## src/rtl/rtfe_pkg.sv

```systemverilog
`timescale 1ns / 1ps
// ----------------------------------------------------------------------------
// rtfe_pkg
// Shared constants, types and tables of the ray to field edge distance core.
// ----------------------------------------------------------------------------
package rtfe_pkg;

  localparam int ANGLE_BITS   = 16;
  localparam int DIST_BITS    = 20;
  localparam int CORDIC_STEPS = 16;

  // cordic datapath: q2.30 values with guard bits, angle 2^32 per turn
  localparam int CW = 34;
  localparam int ZW = 33;
  localparam int RW = ANGLE_BITS - 2;

  localparam logic signed [CW-1:0] CORDIC_GAIN = CW'(652032874);
  localparam logic [DIST_BITS-1:0] DIST_SAT = {DIST_BITS{1'b1}};
  localparam logic [16:0] Q15_ONE = 17'd32768;

  // quadrant codes
  typedef enum logic [1:0] {
    QUAD_0 = 2'd0,
    QUAD_1 = 2'd1,
    QUAD_2 = 2'd2,
    QUAD_3 = 2'd3
  } quad_t;

  // per-transaction data that rides alongside the cordic
  typedef struct packed {
    logic        hx;
    logic        hy;
    logic        swap;
    logic [15:0] nx;
    logic [15:0] ny;
  } side_t;

  // atan(2^-i), 2^32 units per turn
  function automatic logic [31:0] atan_turn(input logic [3:0] idx);
    logic [31:0] v;
    case (idx)
      4'd0:    v = 32'h20000000;
      4'd1:    v = 32'h12E4051E;
      4'd2:    v = 32'h09FB385B;
      4'd3:    v = 32'h051111D4;
      4'd4:    v = 32'h028B0D43;
      4'd5:    v = 32'h0145D7E1;
      4'd6:    v = 32'h00A2F61E;
      4'd7:    v = 32'h00517C55;
      4'd8:    v = 32'h0028BE53;
      4'd9:    v = 32'h00145F2F;
      4'd10:   v = 32'h000A2F98;
      4'd11:   v = 32'h000517CC;
      4'd12:   v = 32'h00028BE6;
      4'd13:   v = 32'h000145F3;
      4'd14:   v = 32'h0000A2F9;
      4'd15:   v = 32'h0000517C;
      default: v = 32'h0;
    endcase
    return v;
  endfunction

endpackage

```

## src/rtl/rtfe_cordic.sv

```systemverilog
`timescale 1ns / 1ps
// ----------------------------------------------------------------------------
// rtfe_cordic
// Rotation-mode cordic, one micro-rotation per pipeline stage.
// ----------------------------------------------------------------------------
module rtfe_cordic import rtfe_pkg::*; (
  input  logic                 clk,
  input  logic                 rst_n,
  input  logic                 in_valid,
  input  logic [RW-1:0]        in_r,
  input  side_t                in_side,
  output logic                 out_valid,
  output logic signed [CW-1:0] out_x,
  output logic signed [CW-1:0] out_y,
  output side_t                out_side
);

  logic                 v_r    [CORDIC_STEPS];
  logic signed [CW-1:0] x_r    [CORDIC_STEPS];
  logic signed [CW-1:0] y_r    [CORDIC_STEPS];
  logic signed [ZW-1:0] z_r    [CORDIC_STEPS];
  side_t                side_r [CORDIC_STEPS];

  for (genvar i = 0; i < CORDIC_STEPS; i++) begin : g_stage
    logic                 v_in;
    logic signed [CW-1:0] x_in, y_in, x_nxt, y_nxt;
    logic signed [ZW-1:0] z_in, z_nxt, at;
    side_t                s_in;

    // stage input select
    if (i == 0) begin : g_first
      assign v_in = in_valid;
      assign x_in = CORDIC_GAIN;
      assign y_in = '0;
      assign z_in = ZW'({in_r, {(32 - ANGLE_BITS){1'b0}}});
      assign s_in = in_side;
    end else begin : g_next
      assign v_in = v_r[i-1];
      assign x_in = x_r[i-1];
      assign y_in = y_r[i-1];
      assign z_in = z_r[i-1];
      assign s_in = side_r[i-1];
    end

    // one micro-rotation
    always_comb begin
      at = ZW'(atan_turn(4'(i)));
      if (!z_in[ZW-1]) begin
        x_nxt = x_in - (y_in >>> i);
        y_nxt = y_in + (x_in >>> i);
        z_nxt = z_in - at;
      end else begin
        x_nxt = x_in + (y_in >>> i);
        y_nxt = y_in - (x_in >>> i);
        z_nxt = z_in + at;
      end
    end

    always_ff @(posedge clk) begin
      if (!rst_n) begin
        v_r[i] <= 1'b0;
      end else begin
        v_r[i] <= v_in;
      end
      x_r[i]    <= x_nxt;
      y_r[i]    <= y_nxt;
      z_r[i]    <= z_nxt;
      side_r[i] <= s_in;
    end
  end

  assign out_valid = v_r[CORDIC_STEPS-1];
  assign out_x     = x_r[CORDIC_STEPS-1];
  assign out_y     = y_r[CORDIC_STEPS-1];
  assign out_side  = side_r[CORDIC_STEPS-1];

endmodule

```

## config.mk

```make
export PLATFORM = sky130hd
export DESIGN_NAME = rtfe_cordic
export DESIGN_NICKNAME = d
export VERILOG_FILES = /design/src/rtl/rtfe_pkg.sv /design/src/rtl/rtfe_cordic.sv
export SDC_FILE = /design/constraint.sdc
export NUM_CORES = 2
export LEC_CHECK = 0
export BUFFER_PORTS_ARGS = -buffer_cell sky130_fd_sc_hd__buf_2
export CELL_PAD_IN_SITES_DETAIL_PLACEMENT = 1
export CELL_PAD_IN_SITES_GLOBAL_PLACEMENT = 1
export CORE_MARGIN = 1.5
export CORE_UTILIZATION = 45
export DETAILED_ROUTE_END_ITERATION = 6
export PLACE_DENSITY_LB_ADDON = 0.1
export SLEW_MARGIN = 15
export SYNTH_ARGS = -nofsm -noshare
export SYNTH_HDL_FRONTEND = slang
export SYNTH_SLANG_ARGS = --single-unit
```

## constraint.sdc

```tcl
create_clock -name clk -period 9.6 [get_ports clk]
set_input_delay 0.48 -clock clk [delete_from_list [all_inputs] [get_ports clk]]
set_output_delay 0.48 -clock clk [all_outputs]
set_load 0.005 [all_outputs]
```

; ---- Yosys cells after proc, flatten, opt, wreduce, memory -nomap -nowiden
; Memory sizes are Yosys's and may differ from the RTL's.
; Cells that the tools add are included.
[totals]
regBits = 0
mem_bits_rw = 2192
inputBits = 52
out_inout_bits = 104
word_cells = 175
memories = 5
[mem_list]
columns = name, words, word_bits, read_ports, rd_ports_with_merged_regs, wr, line_no
row1 = side_r, 16, 35, 16, 0, 16, rtfe_cordic.sv:22  ; side_t side_r [CORDIC_STEPS];
row2 = x_r, 16, 34, 16, 0, 16, rtfe_cordic.sv:19  ; logic signed [CW-1:0] x_r [CORDIC_STEPS];
row3 = y_r, 16, 34, 16, 0, 16, rtfe_cordic.sv:20  ; logic signed [CW-1:0] y_r [CORDIC_STEPS];
row4 = z_r, 16, 33, 15, 0, 16, rtfe_cordic.sv:21  ; logic signed [ZW-1:0] z_r [CORDIC_STEPS];
row5 = v_r, 16, 1, 16, 0, 16, rtfe_cordic.sv:18  ; logic v_r [CORDIC_STEPS];
[classes]
add_sub_neg = 91
n_mux = 63
bitwise = 16
[ops]
columns = cell, n
row1 = 34-bit 2-to-1 mux, 30
row2 = 33-bit 2-to-1 mux, 15
row3 = 34-bit by 19-bit adder with 34-bit output, 2
row4 = 34-bit by 20-bit adder with 34-bit output, 2
row5 = 34-bit by 21-bit adder with 34-bit output, 2
row6 = 34-bit by 22-bit adder with 34-bit output, 2
row7 = 34-bit by 23-bit adder with 34-bit output, 2
row8 = 34-bit by 24-bit adder with 34-bit output, 2
row9 = 34-bit by 25-bit adder with 34-bit output, 2
row10 = 34-bit by 26-bit adder with 34-bit output, 2
row11 = 34-bit by 27-bit adder with 34-bit output, 2
row12 = 34-bit by 28-bit adder with 34-bit output, 2
row13 = 34-bit by 29-bit adder with 34-bit output, 2
row14 = 34-bit by 30-bit adder with 34-bit output, 2
row15 = 34-bit by 31-bit adder with 34-bit output, 2
row16 = 34-bit by 32-bit adder with 34-bit output, 2
row17 = 34-bit by 33-bit adder with 34-bit output, 2
row18 = 34-bit by 19-bit subtractor with 34-bit output, 2
row19 = 34-bit by 20-bit subtractor with 34-bit output, 2
row20 = 34-bit by 21-bit subtractor with 34-bit output, 2
row21 = 34-bit by 22-bit subtractor with 34-bit output, 2
row22 = 34-bit by 23-bit subtractor with 34-bit output, 2
row23 = 34-bit by 24-bit subtractor with 34-bit output, 2
row24 = 34-bit by 25-bit subtractor with 34-bit output, 2
row25 = 41 further kinds, 81

; ---- Depth between registers and ports, before layout
; An unclocked memory read counts as a cell.
[logic_depth]
ltp_word = 3
mapped_depth = 22
ltp_nobuf = 21

; ---- Worst setup path before layout
; No wires, ideal clock.
[synth_timing]
path_type = reg-to-reg
startpoint = mem z_r[7][32] (netlist: z_r[0][263])
endpoint = mem x_r[8][32]
setup_time_ns = 0.072
arrival_ns = 4.152
required_ns = 9.528
setup_slack_ns = 5.376
stages_incl_launch_ff = 16
path_buffers = 1
synth_period_minus_slack_ns = 4.224
cell_sequence = dfxtp_1 clkbuf_1 clkinv_1 o21ai_0 xnor2_1 ha_1 o21ai_1 o21ai_1 a311o_1 a31o_2 o2111ai_1 a21oi_1 o21a_1 a21o_1 a221oi_1 xnor2_1
[synth_lines]
columns = item, line_no
row1 = from (decl), rtfe_cordic.sv:21
row2 = to (decl), rtfe_cordic.sv:19

==> flow_summary.json <==
{
  "status": "complete, no violations",
  "drt-total-wl_mm": 340,
  "io_pins": 156,
  "numCtsBuffers": 216,
  "cts_max_path_buffers": 4,
  "die_h_microns": 511,
  "drv_cap": 0,
  "firstDrtPassIters": 5,
  "syn_nets": 14500,
  "worstPathArrival_ns": 6.09,
  "cts-root-buf": "clkbuf_16",
  "layout-drive-gt1-share_pct": 5.16,
  "setup_viol": 0,
  "wl_met1_mm": 150,
  "ctsResizeCount": 0,
  "drt_iter0_markers": 4468,
  "synth_flop_cell": "dfxtp_1",
  "syn_avg_cell_area_sq_um": 8.86,
  "period_share_pct": 55.4,
  "hp-class": "in2reg",
  "core-area_sq_um": 257000,
  "rr_startpoint": "z_r[0][98]",
  "synth_cell_type_count": 104,
  "ys_top_cells_by_count": "1944 x dfxtp_1, 1376 x a21oi_1, 1319 x ha_1",
  "synth_edf_count": 0,
  "syn-cell-area_sq_um": 116000,
  "hold_viol": 0,
  "ant_nets": 0,
  "start_util_pct": 45.2,
  "worstSetupPathType": "reg2reg",
  "finalClockSkew_ns": 0.0906,
  "wl_met3_mm": 9.04,
  "cts_tree": "built",
  "grt_pass1_wl_mm": 546,
  "die-area_sq_um": 261000,
  "syn_inst": 13100,
  "via_per_inst": 5.67,
  "min_from": "in_side[16]",
  "final.setup.tns_ns": 0,
  "grt_pass1_vias": 101000,
  "top_layer": "met4",
  "worstPathMaxFanout": 69,
  "register_area_sq_um": 38900,
  "endpoint_kind": "flip-flop",
  "port_buffers": 155,
  "vias": 95700,
  "holdPathEnd": "side_r[0][16]",
  "gp_congestion": 0.912,
  "wl_per_cell_microns": 20.2,
  "fillers": 29600,
  "wl_met2_mm": 170,
  "cts_max_level": 4,
  "die_w_microns": 511,
  "grt_max_degree": 76,
  "ff2ff_path_depth": 13,
  "r2r_slack_ns": 4.28,
  "required_ns": 10.37,
  "seq_area_frac_synth_pct": 33.5,
  "tightest_slew_ns": 1.12,
  "fmax_ghz": 0.188,
  "fin_crit_ns": 5.32,
  "grt-ovfl-total": 0,
  "gr-usage-all-layers_pct": 25.3,
  "antenna_found_initial": 3,
  "grt_setup_unrepaired": "false",
  "hpwl_mm": 271,
  "yosys_warnings": 0,
  "synth_top_area_share_pct": 33.5,
  "nNetsFinal": 14700,
  "yosysMostFrequentCell": "dfxtp_1",
  "synth_seq_cells": 1944,
  "drc": 0,
  "cts_sinks": 1944,
  "slew_headroom_pct": 25.0,
  "critPathLaunchType": "flip-flop",
  "r2r_end": "z_r[0][129]",
  "worstSkewPairLatency_ns": 0.90,
  "slew_violations": 0,
  "min_path_cells": 2,
  "rows": 186,
  "synthArstFlopShare_pct": 0,
  "syn_to_final_growth_pct": 10.6,
  "synthTopCellsByArea": "dfxtp_1 34%, ha_1 14%, xnor2_1 8.5%",
  "yosysTopAreaCell": "dfxtp_1",
  "clkTransAtPathRegs_ns": 0.06,
  "multi_input_area_sq_um": 74300
}
[layer usage]
layer  up-vias  track usage, %
met1     46400            30.9
li1      47400               -
met5         -               0
met4         0            8.12
met2      1324            46.4
met3       585            2.34
[final cells by class]
| cell class | instances | area share, % |
|---|---|---|
| sequential | 1944 | 30.3 |
| timing repair buffer | 239 | 1.20 |
| antenna | 3 | 0.00584 |
| tap | 3384 | 3.30 |
| inverter | 536 | 1.57 |
| clock buffer | 293 | 4.78 |
| multi-input combinational | 10400 | 57.8 |
| clock inverter | 96 | 1.04 |
[worst max path at each step]
stage | startpoint | to | cells past startpoint | slack [ns]
floorplan | z_r[0][263] | x_r[8][32] | 15 | 5.38
global placement | z_r[0][98] | z_r[0][129] | 13 | 4.43
detailed placement | z_r[0][98] | z_r[0][129] | 13 | 4.30
CTS | z_r[0][98] | z_r[0][129] | 13 | 4.27
global route | z_r[0][98] | z_r[0][129] | 13 | 3.87
finish | z_r[0][98] | z_r[0][129] | 13 | 4.28
[stage by stage]
step	area (sq um)	hold slack [ns]	worst slack (ns)	std cells	utilization [%]
CTS	128000	0.132	4.27	16900	50.0
global placement	120000	0.310	4.43	16400	46.9
floorplan	116000	0.310	5.38	13100	-
detailed placement	120000	0.313	4.30	16400	46.9
global route	128000	0.153	3.87	16900	50.0
finish	128000	0.209	4.28	16900	50.1
[cells by family (layout without fill, tap and decap cells)]
group / count (synthesis) / in the layout / synth area share [%]
compound gates: 3802 / 3802 / 20.8
simple gates: 3405 / 3405 / 14.4
flops: 1944 / 1944 / 33.5
xor+xnor: 1716 / 1716 / 13.0
fa+ha+maj: 1357 / 1357 / 14.9
buf+inv: 787 / 1164 / 2.54
mux: 100 / 100 / 0.923
other cells: 0 / 3 / 0
[registers in the layout, summed over array words and instances, names as in the netlist]
name and flops:
v_r 16, side_r 560, x_r 475, y_r 477
z_r 416
[placed cells by master, fill, tap and decap left out, types with 69 or more instances in the layout]
cell type,netlist,routed
nand2_1,669,669
nand2b_1,205,205
o21ai_0,397,397
o21ai_1,186,186
nor2_1,1047,1047
buf_2,1,155
inv_1,530,530
nor3_1,334,334
dfxtp_1,1944,1930
a31oi_1,167,167
nor4_1,91,90
clkbuf_16,0,219
and3_1,139,139
nand3_1,224,224
xor2_1,582,582
a21oi_1,1376,1376
nor2b_1,208,208
or3_1,69,69
and2_1,111,111
a21o_1,637,637
xnor2_1,1132,1132
ha_1,1319,1319
o21bai_1,155,155
nand4_1,94,94
o21a_1,189,189
a211oi_1,108,108
[repair_timing]
item | in CTS | in global routing
hold buffers | 52 | 0
buffers inserted | 0 | 0
hold endpoints to repair | 65 | 0
[worst max-delay path, stage by stage (launching register included)]
cell and delay (ns):
dfxtp_2 0.31, buf_4 0.54, clkinv_1 1.09, fa_1 0.81, a21oi_1 0.22, o21ai_1 0.10, a2111oi_0 0.58, or4b_1 0.19
nand2_1 0.10, a221o_1 0.38, a21o_1 0.22, a221o_1 0.35, a31oi_1 0.21, xnor2_1 0.13
Power is not shown: default switching activity piles up to over one toggle a cycle in this logic, so the estimate is an artifact.
