`src/rtl/rtfe_pkg.sv`:
```
`timescale 1ns / 1ps
// ----------------------------------------------------------------------------
// rtfe_pkg
// Shared constants, types and tables of the ray to field edge distance core.
// ----------------------------------------------------------------------------
package rtfe_pkg;

  localparam int ANGLE_BITS   = 16;
  localparam int DIST_BITS    = 20;
  localparam int CORDIC_STEPS = 16;

  // cordic datapath: q2.30 values with guard bits, angle 2^32 per turn
  localparam int CW = 34;
  localparam int ZW = 33;
  localparam int RW = ANGLE_BITS - 2;

  localparam logic signed [CW-1:0] CORDIC_GAIN = CW'(652032874);
  localparam logic [DIST_BITS-1:0] DIST_SAT = {DIST_BITS{1'b1}};
  localparam logic [16:0] Q15_ONE = 17'd32768;

  // quadrant codes
  typedef enum logic [1:0] {
    QUAD_0 = 2'd0,
    QUAD_1 = 2'd1,
    QUAD_2 = 2'd2,
    QUAD_3 = 2'd3
  } quad_t;

  // per-transaction data that rides alongside the cordic
  typedef struct packed {
    logic        hx;
    logic        hy;
    logic        swap;
    logic [15:0] nx;
    logic [15:0] ny;
  } side_t;

  // atan(2^-i), 2^32 units per turn
  function automatic logic [31:0] atan_turn(input logic [3:0] idx);
    logic [31:0] v;
    case (idx)
      4'd0:    v = 32'h20000000;
      4'd1:    v = 32'h12E4051E;
      4'd2:    v = 32'h09FB385B;
      4'd3:    v = 32'h051111D4;
      4'd4:    v = 32'h028B0D43;
      4'd5:    v = 32'h0145D7E1;
      4'd6:    v = 32'h00A2F61E;
      4'd7:    v = 32'h00517C55;
      4'd8:    v = 32'h0028BE53;
      4'd9:    v = 32'h00145F2F;
      4'd10:   v = 32'h000A2F98;
      4'd11:   v = 32'h000517CC;
      4'd12:   v = 32'h00028BE6;
      4'd13:   v = 32'h000145F3;
      4'd14:   v = 32'h0000A2F9;
      4'd15:   v = 32'h0000517C;
      default: v = 32'h0;
    endcase
    return v;
  endfunction

endpackage

```
`src/rtl/rtfe_div.sv`:
```
`timescale 1ns / 1ps
// ----------------------------------------------------------------------------
// rtfe_div
// Pipelined restoring divider for (num << 15) / mag, one quotient bit per
// stage, saturating at the distance maximum.
// ----------------------------------------------------------------------------
module rtfe_div import rtfe_pkg::*; (
  input  logic                 clk,
  input  logic                 rst_n,
  input  logic                 in_valid,
  input  logic                 in_bound,
  input  logic [15:0]          in_num,
  input  logic [15:0]          in_mag,
  output logic                 out_valid,
  output logic [DIST_BITS-1:0] out_dist
);

  localparam int DW = DIST_BITS + 16;

  logic [DW-1:0] dvd;
  logic [16:0]   rem0;
  logic          sat0;

  logic                 v_r   [DIST_BITS];
  logic                 sat_r [DIST_BITS];
  logic [16:0]          rem_r [DIST_BITS];
  logic [DW-1:0]        dvd_r [DIST_BITS];
  logic [15:0]          mag_r [DIST_BITS];
  logic [DIST_BITS-1:0] quo_r [DIST_BITS];

  // high part of the dividend; quotient overflows when it reaches mag
  assign dvd  = DW'({in_num, 15'd0});
  assign rem0 = 17'(dvd >> DIST_BITS);
  assign sat0 = !in_bound || (in_mag == 16'd0) || (rem0 >= {1'b0, in_mag});

  for (genvar i = 0; i < DIST_BITS; i++) begin : g_stage
    logic                 v_in, sat_in;
    logic [16:0]          rem_in, rem_nxt;
    logic [17:0]          trial;
    logic [DW-1:0]        dvd_in;
    logic [15:0]          mag_in;
    logic [DIST_BITS-1:0] quo_in;

    if (i == 0) begin : g_first
      assign v_in   = in_valid;
      assign sat_in = sat0;
      assign rem_in = rem0;
      assign dvd_in = dvd;
      assign mag_in = in_mag;
      assign quo_in = '0;
    end else begin : g_next
      assign v_in   = v_r[i-1];
      assign sat_in = sat_r[i-1];
      assign rem_in = rem_r[i-1];
      assign dvd_in = dvd_r[i-1];
      assign mag_in = mag_r[i-1];
      assign quo_in = quo_r[i-1];
    end

    // trial subtract of the next dividend bit
    always_comb begin
      trial   = {rem_in, dvd_in[DIST_BITS-1-i]};
      rem_nxt = 17'(trial);
      if (trial >= {2'b00, mag_in}) begin
        rem_nxt = 17'(trial - {2'b00, mag_in});
      end
    end

    always_ff @(posedge clk) begin
      if (!rst_n) begin
        v_r[i] <= 1'b0;
      end else begin
        v_r[i] <= v_in;
      end
      sat_r[i] <= sat_in;
      rem_r[i] <= rem_nxt;
      dvd_r[i] <= dvd_in;
      mag_r[i] <= mag_in;
      quo_r[i] <= {quo_in[DIST_BITS-2:0], (trial >= {2'b00, mag_in})};
    end
  end

  assign out_valid = v_r[DIST_BITS-1];
  assign out_dist  = sat_r[DIST_BITS-1] ? DIST_SAT : quo_r[DIST_BITS-1];

endmodule

```
`config.mk`:
```
export PLATFORM = sky130hd
export DESIGN_NAME = rtfe_div
export DESIGN_NICKNAME = d
export VERILOG_FILES = /design/src/rtl/rtfe_pkg.sv /design/src/rtl/rtfe_div.sv
export SDC_FILE = /design/constraint.sdc
export NUM_CORES = 1
export LEC_CHECK = 0
export BUFFER_PORTS_ARGS = -buffer_cell sky130_fd_sc_hd__buf_2
export CORE_MARGIN = 5
export CORE_UTILIZATION = 50
export CTS_BUF_LIST = sky130_fd_sc_hd__clkbuf_8 sky130_fd_sc_hd__clkbuf_16
export DETAILED_ROUTE_END_ITERATION = 8
export GPL_TIMING_DRIVEN = 0
export PLACE_DENSITY = 0.68
export SETUP_SLACK_MARGIN = 0.15
export SYNTH_ARGS = -nofsm -noshare
export SYNTH_HDL_FRONTEND = slang
export SYNTH_SLANG_ARGS = --single-unit
```
`constraint.sdc`:
```
create_clock -name clk -period 5 [get_ports clk]
set_input_delay 0.25 -clock clk [delete_from_list [all_inputs] [get_ports clk]]
set_output_delay 0.25 -clock clk [all_outputs]
set_load 0.02 [all_outputs]
```
======== Word level (Yosys, flattened, before mapping) ========
Memory sizes are Yosys's and may differ from the RTL's.
Index checks and enable logic that the tools add are counted.
operators by class
  bitwise gates (word level) .............. 20
  reduce and logical (&&, ||, !) cells .... 4
  muxes and demuxes ....................... 43
  magnitude comparators ................... 21
  add/sub/neg operators ................... 20
operator list
  kind                                              number
  18-bit by 16-bit >= comparator with 1-bit output  19
  17-bit two-way mux                                20
  17-bit by 16-bit subtractor with 17-bit output    19
  1-bit two-way mux                                 22
  20-bit two-way mux                                1
  1-bit bitwise OR                                  20
  12-bit by 16-bit subtractor with 17-bit output    1
  11-bit by 16-bit >= comparator with 1-bit output  1
  12-bit by 16-bit >= comparator with 1-bit output  1
  16-bit zero test                                  1
  1-bit logical OR                                  2
  1-bit zero test                                   1
storage, ports and cells
  input port bits ......................... 36
  register bits after elaboration ......... 0
  memories kept ........................... 6
  bits in writable memories ............... 1,820
  output and inout port bits .............. 21
  logic and storage cells ................. 114
memories
  name   words  bits a word  read ports  clocked after Yosys merged registers in  write ports  RTL line        text
  dvd_r  20     36           19          0                                        20           rtfe_div.sv:27  logic [DW-1:0] dvd_r [DIST_BITS];
  quo_r  20     20           20          0                                        20           rtfe_div.sv:29  logic [DIST_BITS-1:0] quo_r [DIST_BITS];
  rem_r  20     17           19          0                                        20           rtfe_div.sv:26  logic [16:0] rem_r [DIST_BITS];
  mag_r  20     16           19          0                                        20           rtfe_div.sv:28  logic [15:0] mag_r [DIST_BITS];
  sat_r  20     1            20          0                                        20           rtfe_div.sv:25  logic sat_r [DIST_BITS];
  v_r    20     1            20          0                                        20           rtfe_div.sv:24  logic v_r [DIST_BITS];

======== Longest topological paths before layout ========
Gate-level depths: netlist (run 1).
  depth after elaboration ................. 3
  mapped depth ............................ 13

======== Worst setup path after synthesis (run 1) ========
No wires, ideal clock.
  path kind ............................... flip-flop to flip-flop
  from .................................... memory dvd_r[0][18] (netlist bit)
  to ...................................... memory rem_r[1][1] (netlist: rem_r[0][18])
  buffers on the path ..................... 1
  arrival ................................. 2.706 ns
  stages on the path, launching flop included .. 13
  clock period less this slack ............ 2.827 ns
  setup time .............................. 0.121 ns
  data required time ...................... 4.879 ns
  path slack .............................. 2.173 ns
  cell sequence ........................... dfxtp_1 -> inv_1 -> ha_1 -> inv_1 -> fa_1 -> a21oi_1 -> o21ai_2 -> a2111oi_2 -> o31ai_1 -> o21ai_0 -> nor4b_2 -> buf_2 -> mux2_2
RTL lines
  what             RTL line
  start, declared  rtfe_div.sv:27
  end, declared    rtfe_div.sv:26

==> impl_summary.md, run 1 <==
Outcome
The flow ran to the end, and the final reports show no timing, DRC or antenna violations.

Timing
Clock skew on the completed layout was measured at about 0.02 ns. In the post-route analysis, the smallest setup slack over all paths is 1.64 ns. Timing would allow up to about 300 MHz. The final setup TNS is 0 ns. The final number of max-transition violations is 0. The number of endpoints with negative hold slack in the final report is 0. Setup repair after global routing left no endpoint under its margin.

Of the available clock period, the critical path in the final layout requires ~67%. The final critical path time including I/O delays and setup is roughly 3.4 ns. Setup violations remaining at the end of the flow were counted as 0. For the pin with the worst max-slew slack, the measured transition is ~0.86 ns. The relative slew slack is 42.9%.

Route
The post-detailed-route wirelength per cell is approximately 15 µm. In the routed design, unresolved DRC markers number 0. The number of nets still failing antenna checks after routing is 0. Dividing the detail-routed via count by the number of cells gives 5.23. The sum of routed wire length over all layers is 75,600 µm. The detailed router put a total of 36,300 µm of wire on met1. The sum of met2 wire segment lengths after detailed routing is about 34,000 µm. The number of vias in the routed layout is 26,600. Wire segments on met3 add up to about 3600 µm in the final route. The iteration-0 DRC count of the detailed router is approximately 1,800.

The highest signal layer in the routed design is met5. For this run, the detailed router's first-pass iteration total came to 5.

Synthesis
By area the synthesized netlist is led by dfxtp_1 (48%), ha_1 (11%), o21ai_0 (4.1%). The number of different library cells used by synthesis comes to 74. The fraction of registers with async set/reset is 0%. The post-synthesis net count is about 4,200.

The number of enable-type register cells in the synthesized netlist is 0. In the synthesized netlist the dominant register cell turns out to be dfxtp_1. In this run, synthesis produced a sequential element count of a little under 900.

The mapped netlist covers about 37,000 µm². The share of the Yosys chip area taken by registers is approximately 48%. The count of mapped cells out of synthesis is approximately 3,900. The area share of the leading cell type in the synthesized netlist is between 40% and 50%.

The biggest area contributor in the post-synthesis netlist is dfxtp_1. The Yosys warning count is 0. In this run the mean area of a mapped cell was around 9.6 µm².

Clock tree
TritonCTS built the clock tree. The clock tree root buffer cell is clkbuf_16. The clock sink count is 887.

In this run the deepest clock path goes through 3 buffers. The number of setup buffers added after CTS is 0. The clock reaches the later pin of the worst-skew pair after between 0.6 and 0.7 ns. In this run, post-CTS hold repair placed 36 buffers. The post-CTS resize count is 0. The clock tree synthesis step divided the H-tree into 3 levels. The clock-pin slew of the registers on the worst-case setup and hold paths is around 0.060 ns. In this run, CTS created clock tree buffers numbering 89.

Worst hold path
The type of the worst min-delay path is input pin to flop.

Global routing
The first global-routing pass estimated 124,000 µm of wire. The number of antenna violations at the first check in global routing is 4. In the global route stage, overall resource usage came out at a little under a fifth. After global routing the overflow that remains totals 0. The pin count of the biggest net entering global routing is 17. The via count of the first global-routing pass was 25,500.

Final layout
In the final layout, the multi-input gates occupy between 15,000 and 20,000 µm². The post-route netlist has 8.35% of its cells at a drive strength greater than 1. The number of antenna cells inserted is 0. The filler cells instantiated in the layout total roughly 6,500. The sequential cell area in the final layout is roughly 18,000 µm².

The final layout contains 4,429 nets. The area growth from synthesis to layout is 13.6%. The finished layout holds slightly above 5,000 standard cells, fillers aside. The final cell utilization of the core is approximately 58%.

Setup path
Counting buffers and inverters, the worst setup path is 10 cells deep. The depth of the worst register-to-register path is 10. The end of the critical path is rem_r[8][31]. The data arrival time of the critical path is around 3.9 ns. STA classifies the critical path endpoint as a flop. The worst setup path is launched from a flop. On the worst path, the slowest cell contributes a delay of ~0.47 ns. The capture instance of the worst register-to-register path is rem_r[8][31].

The slowest stage cell on the critical path is clkbuf_1. The worst endpoint required time is approximately 5.5 ns. The kind of cell with the highest combined delay along the critical path is compound AO/OA/AOI/OAI gates.

The worst register-to-register path has a setup slack of 1.64 ns. The start point of the critical path is mag_r[4][2]. The kind of critical path is flop to flop. The critical path contains buffers and inverters numbering 2 combined.

In this run the critical register-to-register path is launched from mag_r[4][2]. In this run the worst path has a maximum fanout of 10. The critical path goes through inv_1 -> ha_1 -> nor2b_1 -> o31a_1 -> o21ai_0 -> nor2b_1 -> o31a_1 -> o311a_1 -> clkbuf_1 -> o21ai_0.

Placement
The placement-stage worst setup slack is 1.63 ns. Routability-driven placement finished with a final weighted congestion of between 0.9 and 1. The post-detailed-placement half-perimeter wirelength is just under 60,000 µm.

Including well taps, the total number of placed cells is slightly below 5,000. Port buffering added 55 buffers.

Floorplan
In this run the horizontal extent of the chip is about 280 µm. The die is between 200 and 300 µm tall. The core region is ~73,000 µm². The die covers 79,700 µm². Row generation in the floorplan step produced between 90 and 100 rows.

The top-level port count is 57. The starting density of the core is approximately half.

Power
In this run the static leakage power is slightly below 0.02 µW. The worst IR drop on VDD is 0.325 mV. In this run the power density over the cells is approximately 690 nW/µm².

Run
Across the run, the number of max-cap violations was 0.
[flip-flops by register name, indices dropped and copies added, names as in the netlist]
name / count
dvd_r: 10
mag_r: 304
quo_r: 210
rem_r: 323
sat_r: 20
v_r: 20
[cell families (layout without fill, tap and decap cells)]
kind of cell / Yosys count / after routing / synth area share (%)
AOI/OAI and AO/OA: 990 / 990 / 16.7
xor gates and xnor gates: 220 / 220 / 5.20
adders and majority gates: 345 / 345 / 12.0
buffers and inverters: 465 / 719 / 4.76
DFF: 887 / 887 / 47.9
muxes: 66 / 66 / 2.00
and+or+nand+nor: 893 / 893 / 11.4
[cell type report]
class	instances	area share [%]
buffer	70	0.671
clock buffer	106	5.84
clock inverter	57	1.76
inverter	395	3.52
multi-input combinational	2514	41.7
sequential	887	42.2
tap	959	2.85
timing repair buffer	91	1.51
[placed cells by master, fill, tap and decap left out, drive strengths merged, types with 18 or more instances in the layout]
| master | Yosys | layout |
|---|---|---|
| nand2 | 282 | 282 |
| ha | 326 | 326 |
| o31a | 18 | 18 |
| xnor2 | 123 | 123 |
| nor2 | 234 | 234 |
| a21oi | 260 | 260 |
| and3 | 21 | 21 |
| dlygate4sd3 | 0 | 36 |
| nand4 | 27 | 27 |
| inv | 395 | 415 |
| mux2 | 64 | 64 |
| clkbuf | 51 | 157 |
| o21ai | 310 | 310 |
| o21bai | 27 | 27 |
| o21a | 53 | 53 |
| or2 | 37 | 37 |
| a21o | 133 | 133 |
| buf | 19 | 74 |
| fa | 19 | 19 |
| nand3 | 50 | 50 |
| nand2b | 37 | 37 |
| o211ai | 18 | 18 |
| and2 | 32 | 32 |
| a31oi | 30 | 30 |
| o31ai | 24 | 24 |
| dfxtp | 887 | 887 |
| nor2b | 52 | 52 |
| nor3 | 64 | 64 |
| xor2 | 97 | 97 |
[report_power, final]
part / internal [µW] / switching (µW)
registers: 9150 / 1040
clock network: 4260 / 2760
logic: 5270 / 6620
[synth_stat cells (19+ instances only)]
cell,n
a21o_1,133
a21oi_1,260
a31oi_1,29
and2_1,32
and3_1,21
clkbuf_1,51
dfxtp_1,887
fa_1,19
ha_1,326
inv_1,395
mux2_2,64
nand2_1,282
nand2b_1,37
nand3_1,50
nand4_1,27
nor2_1,234
nor2b_1,52
nor3_1,64
o21a_1,53
o21ai_0,307
o21bai_1,27
o31ai_1,23
or2_2,37
xnor2_1,123
xor2_1,97
[routing by layer]
layer / track usage [%] / vias to the layer above
li1: - / 13700
met1: 26.3 / 12200
met2: 30.3 / 513
met3: 3.15 / 127
met4: 5.11 / 2
met5: 0 / -
[metrics by stage]
stage / hold WS, ns / instance area (µm²) / power [µW]
6_report: 0.242 / 42100 / 29100
5_1_grt: 0.221 / 42100 / 31300
4_1_cts: 0.192 / 42100 / 29200
3_5_place_dp: 0.312 / 38600 / 22000
3_3_place_gp: 0.310 / 38600 / 21900
2_1_floorplan: 0.278 / 37100 / 19200
[how the worst min path moves through the flow]
stage              endpoint         start  slack, ns  cells after the start
6_report       dvd_r[0][16]     in_num[1]       0.24                      2
5_1_grt        dvd_r[0][18]     in_num[3]       0.22                      2
4_1_cts        dvd_r[0][16]     in_num[1]       0.19                      2
3_5_place_dp    quo_r[2][4]  quo_r[1][63]       0.31                      0
3_3_place_gp   quo_r[4][32]  quo_r[4][11]       0.31                      0
2_1_floorplan  dvd_r[0][15]     in_num[0]       0.28                      0
No activity file was read; power rests on OpenSTA's default activity.
==> run 2: changes to the inputs <==
==> constraint.sdc (replaced) <==
create_clock -name clk -period 3.55 [get_ports clk]
set_input_delay 0.1775 -clock clk [delete_from_list [all_inputs] [get_ports clk]]
set_output_delay 0.1775 -clock clk [all_outputs]
set_load 0.02 [all_outputs]
==> impl_summary.md, run 2 (synthesis gave the netlist of run 1 again) <==
Clock tree
The clock passes through at most 3 buffers. Buffers inserted during clock tree synthesis total about 90. At the later pin of the worst-skew pair, clock insertion delay measures 0.64 ns. The clock sink count is between 800 and 900. The H-tree was split into 3 levels. The clock tree root buffer cell is clkbuf_16. After clock tree synthesis, the clock-pin slew on the worst setup and hold paths is approximately 0.060 ns.

The clock tree from TritonCTS is yes.

Outcome
The run finished with clean final reports.

Global routing
The pin count of the biggest net entering global routing is 17. The total overflow reported by the global router is 0. The via count of the first global-routing pass is approximately 25,000. In the global route stage, overall resource usage came out at 18.8%.

The number of antenna violations at the first check in global routing is 3. The first global-routing pass estimated about 120,000 µm of wire.

Final layout
After filler insertion, the fill cell instance count of the layout stands at 6,446. The net count reported at finish is 4,431. The area growth from synthesis to layout is 13.8%. The number of antenna cells inserted is 0. Summing all non-filler instances in the final layout gives an area of 42,200 µm².

The most frequent standard cell in the layout excluding fill and tap cells is dfxtp_1. The number of flip-flops in the largest register is 323. In the final layout, flip-flops and latches occupy 17,800 µm².

The largest registers in the layout are rem_r: 323 flops, mag_r: 304 flops, quo_r: 210 flops. The fraction of layout cells with a size suffix above 1 is under 10%. The top cell types in the final layout, fill and taps aside, are dfxtp_1 (887), inv_1 (411), ha_1 (326), o21ai_0 (305), nand2_1 (282).

In the final layout, the multi-input gates occupy around 18,000 µm². Ranked by flip-flop count, first place goes to rem_r.

Timing
The final setup TNS is 0 ns. The final clock skew is ~0.021 ns. Setup repair after global routing left no endpoint under its margin. After layout, the minimum clock period comes to roughly 3.2 ns.

For the pin with the worst max-slew slack, the measured transition is about 0.7 ns. Setup violations remaining at the end of the flow were counted as 0. The maximum clock frequency is around 310 MHz. The relative slew slack is between 50% and 60%. The final critical path takes up 90.6% of the cycle. The final number of max-transition violations is 0. The number of endpoints with negative hold slack in the final report was 0.

Route
The routed design uses between 3000 and 4000 µm of met3 wire. For this block, wires on met1 add up to ~36,000 µm. Wires add up to 75,700 µm. The detail route stage leaves a number of antenna-violating nets equal to 0. The first detailed-routing pass took 5 iterations. The iteration-0 DRC count of the detailed router is 1,585. For this block, the via count after detailed routing is 26,600. The highest signal layer in the routed design is met5. Using the TritonRoute via totals, the vias-per-cell ratio works out to about 5.2. The routed design uses 34,000 µm of met2 wire. The residual DRC count is 0. Dividing the detail-routed wire length by the instance count gives between 10 and 15 µm.

Power
The worst IR drop on VDD is between 0.4 and 0.5 mV. The leakage dissipation is between 0.015 and 0.02 µW. The power density of the placed cells is 972 nW/µm². Overall power consumption after layout is estimated at about 41,000 µW.

Setup path
The depth of the worst register-to-register path is 11. STA classifies the critical path startpoint as a flop. Along the worst path, the maximum fanout reaches 10. The worst setup path is captured at a flop.

For the worst setup path, the data required time is around 4.1 ns. Setup slack on the worst reg-to-reg path comes out at approximately 0.33 ns. The capture instance of the worst register-to-register path is rem_r[5][15]. By startpoint and endpoint, the worst setup path is classified as flop to flop.

The startpoint identified for the worst register-to-register timing path is rem_r[4][17]. Data arrives at the worst endpoint at ~3.7 ns.

Floorplan
The top-level port count is between 50 and 60. The floorplan step defined a die boundary enclosing roughly 80,000 µm². The core area is approximately 73,000 µm². The floorplan row count is 99.

The floorplan die height is between 200 and 300 µm. The die is between 200 and 300 µm wide. The starting density of the core is between 50% and 60%.

Worst hold path
The worst hold path terminates at dvd_r[0][16]. The count of cells along the worst hold path is 2. The path class of the tightest hold or removal check is input pin to flop.

The startpoint of the lowest-slack hold path is in_num[1].

Placement
The final weighted congestion in routability-driven placement is slightly above 0.9. The instance area after placement is 38,600 µm². The HPWL after detailed placement is roughly 58,000 µm. Buffers placed on the I/O ports in this run total 55.

Run
Max-cap violations in this run came to 0.
==> run 2: per-layer routing <==
layer  GRT usage (%)  up-vias
li1                -    13700
met1            26.3    12300
met2            30.3      486
met3            3.15      126
met4            5.11        2
met5               0        -
==> run 2: power breakdown <==
part / total (µW) / internal, µW / switching [µW] / leakage (µW)
clock network: 9890 / 6000 / 3890 / 0.00161
logic: 16800 / 7450 / 9340 / 0.0104
registers: 14300 / 12900 / 1460 / 0.00744
total: 41000 / 26300 / 14700 / 0.0194
==> run 2: critical path, cell delays in order, from the launching register on <==
cell,delay (ns)
dfxtp_1,0.35
inv_1,0.07
fa_1,0.46
nor2b_1,0.17
o31a_1,0.19
o21a_1,0.21
o21ai_0,0.11
nand2_1,0.10
a41o_1,0.17
clkbuf_1,0.30
clkbuf_1,0.55
mux2_2,0.42
==> run 2: worst max-delay path by stage <==
stage,slack [ns],from,end,cells past startpoint
after floorplan,0.72,dvd_r[0][18],rem_r[0][18],12
after global placement,0.23,dvd_r[0][53],rem_r[1][12],12
after detailed placement,0.18,dvd_r[0][53],rem_r[1][15],12
after CTS,0.17,mag_r[0][0],rem_r[0][32],11
after global routing,0.15,mag_r[2][50],rem_r[6][10],11
final,0.33,rem_r[4][17],rem_r[5][15],11
==> run 2: cell type report <==
| cell class | instances | share of cell area (%) |
|---|---|---|
| inverters | 395 | 3.51 |
| multi-input cells | 2514 | 41.7 |
| flip-flops and latches | 887 | 42.1 |
| repair buffers | 93 | 1.54 |
| clock inverters | 57 | 1.75 |
| clock buffers | 106 | 5.83 |
| well taps | 959 | 2.84 |
| plain buffers | 70 | 0.709 |
==> run 2: repair_timing <==
| action | in CTS | in global routing |
|---|---|---|
| buffers inserted | 0 | 2 |
| hold buffers | 36 | 0 |
| setup endpoints to repair | 0 | 98 |
| resized for setup | 0 | 31 |
| endpoints found under the hold margin | 58 | 0 |
==> run 2: through the flow <==
stage	setup slack [ns]	utilization [%]	hold slack, ns	std cells
after global routing	0.155	57.6	0.149	5081
final	0.334	57.6	0.170	5081
after detailed placement	0.184	52.7	0.281	4880
after global placement	0.233	52.7	0.280	4880
after CTS	0.168	57.5	0.120	5079
after floorplan	0.723	-	0.205	3866
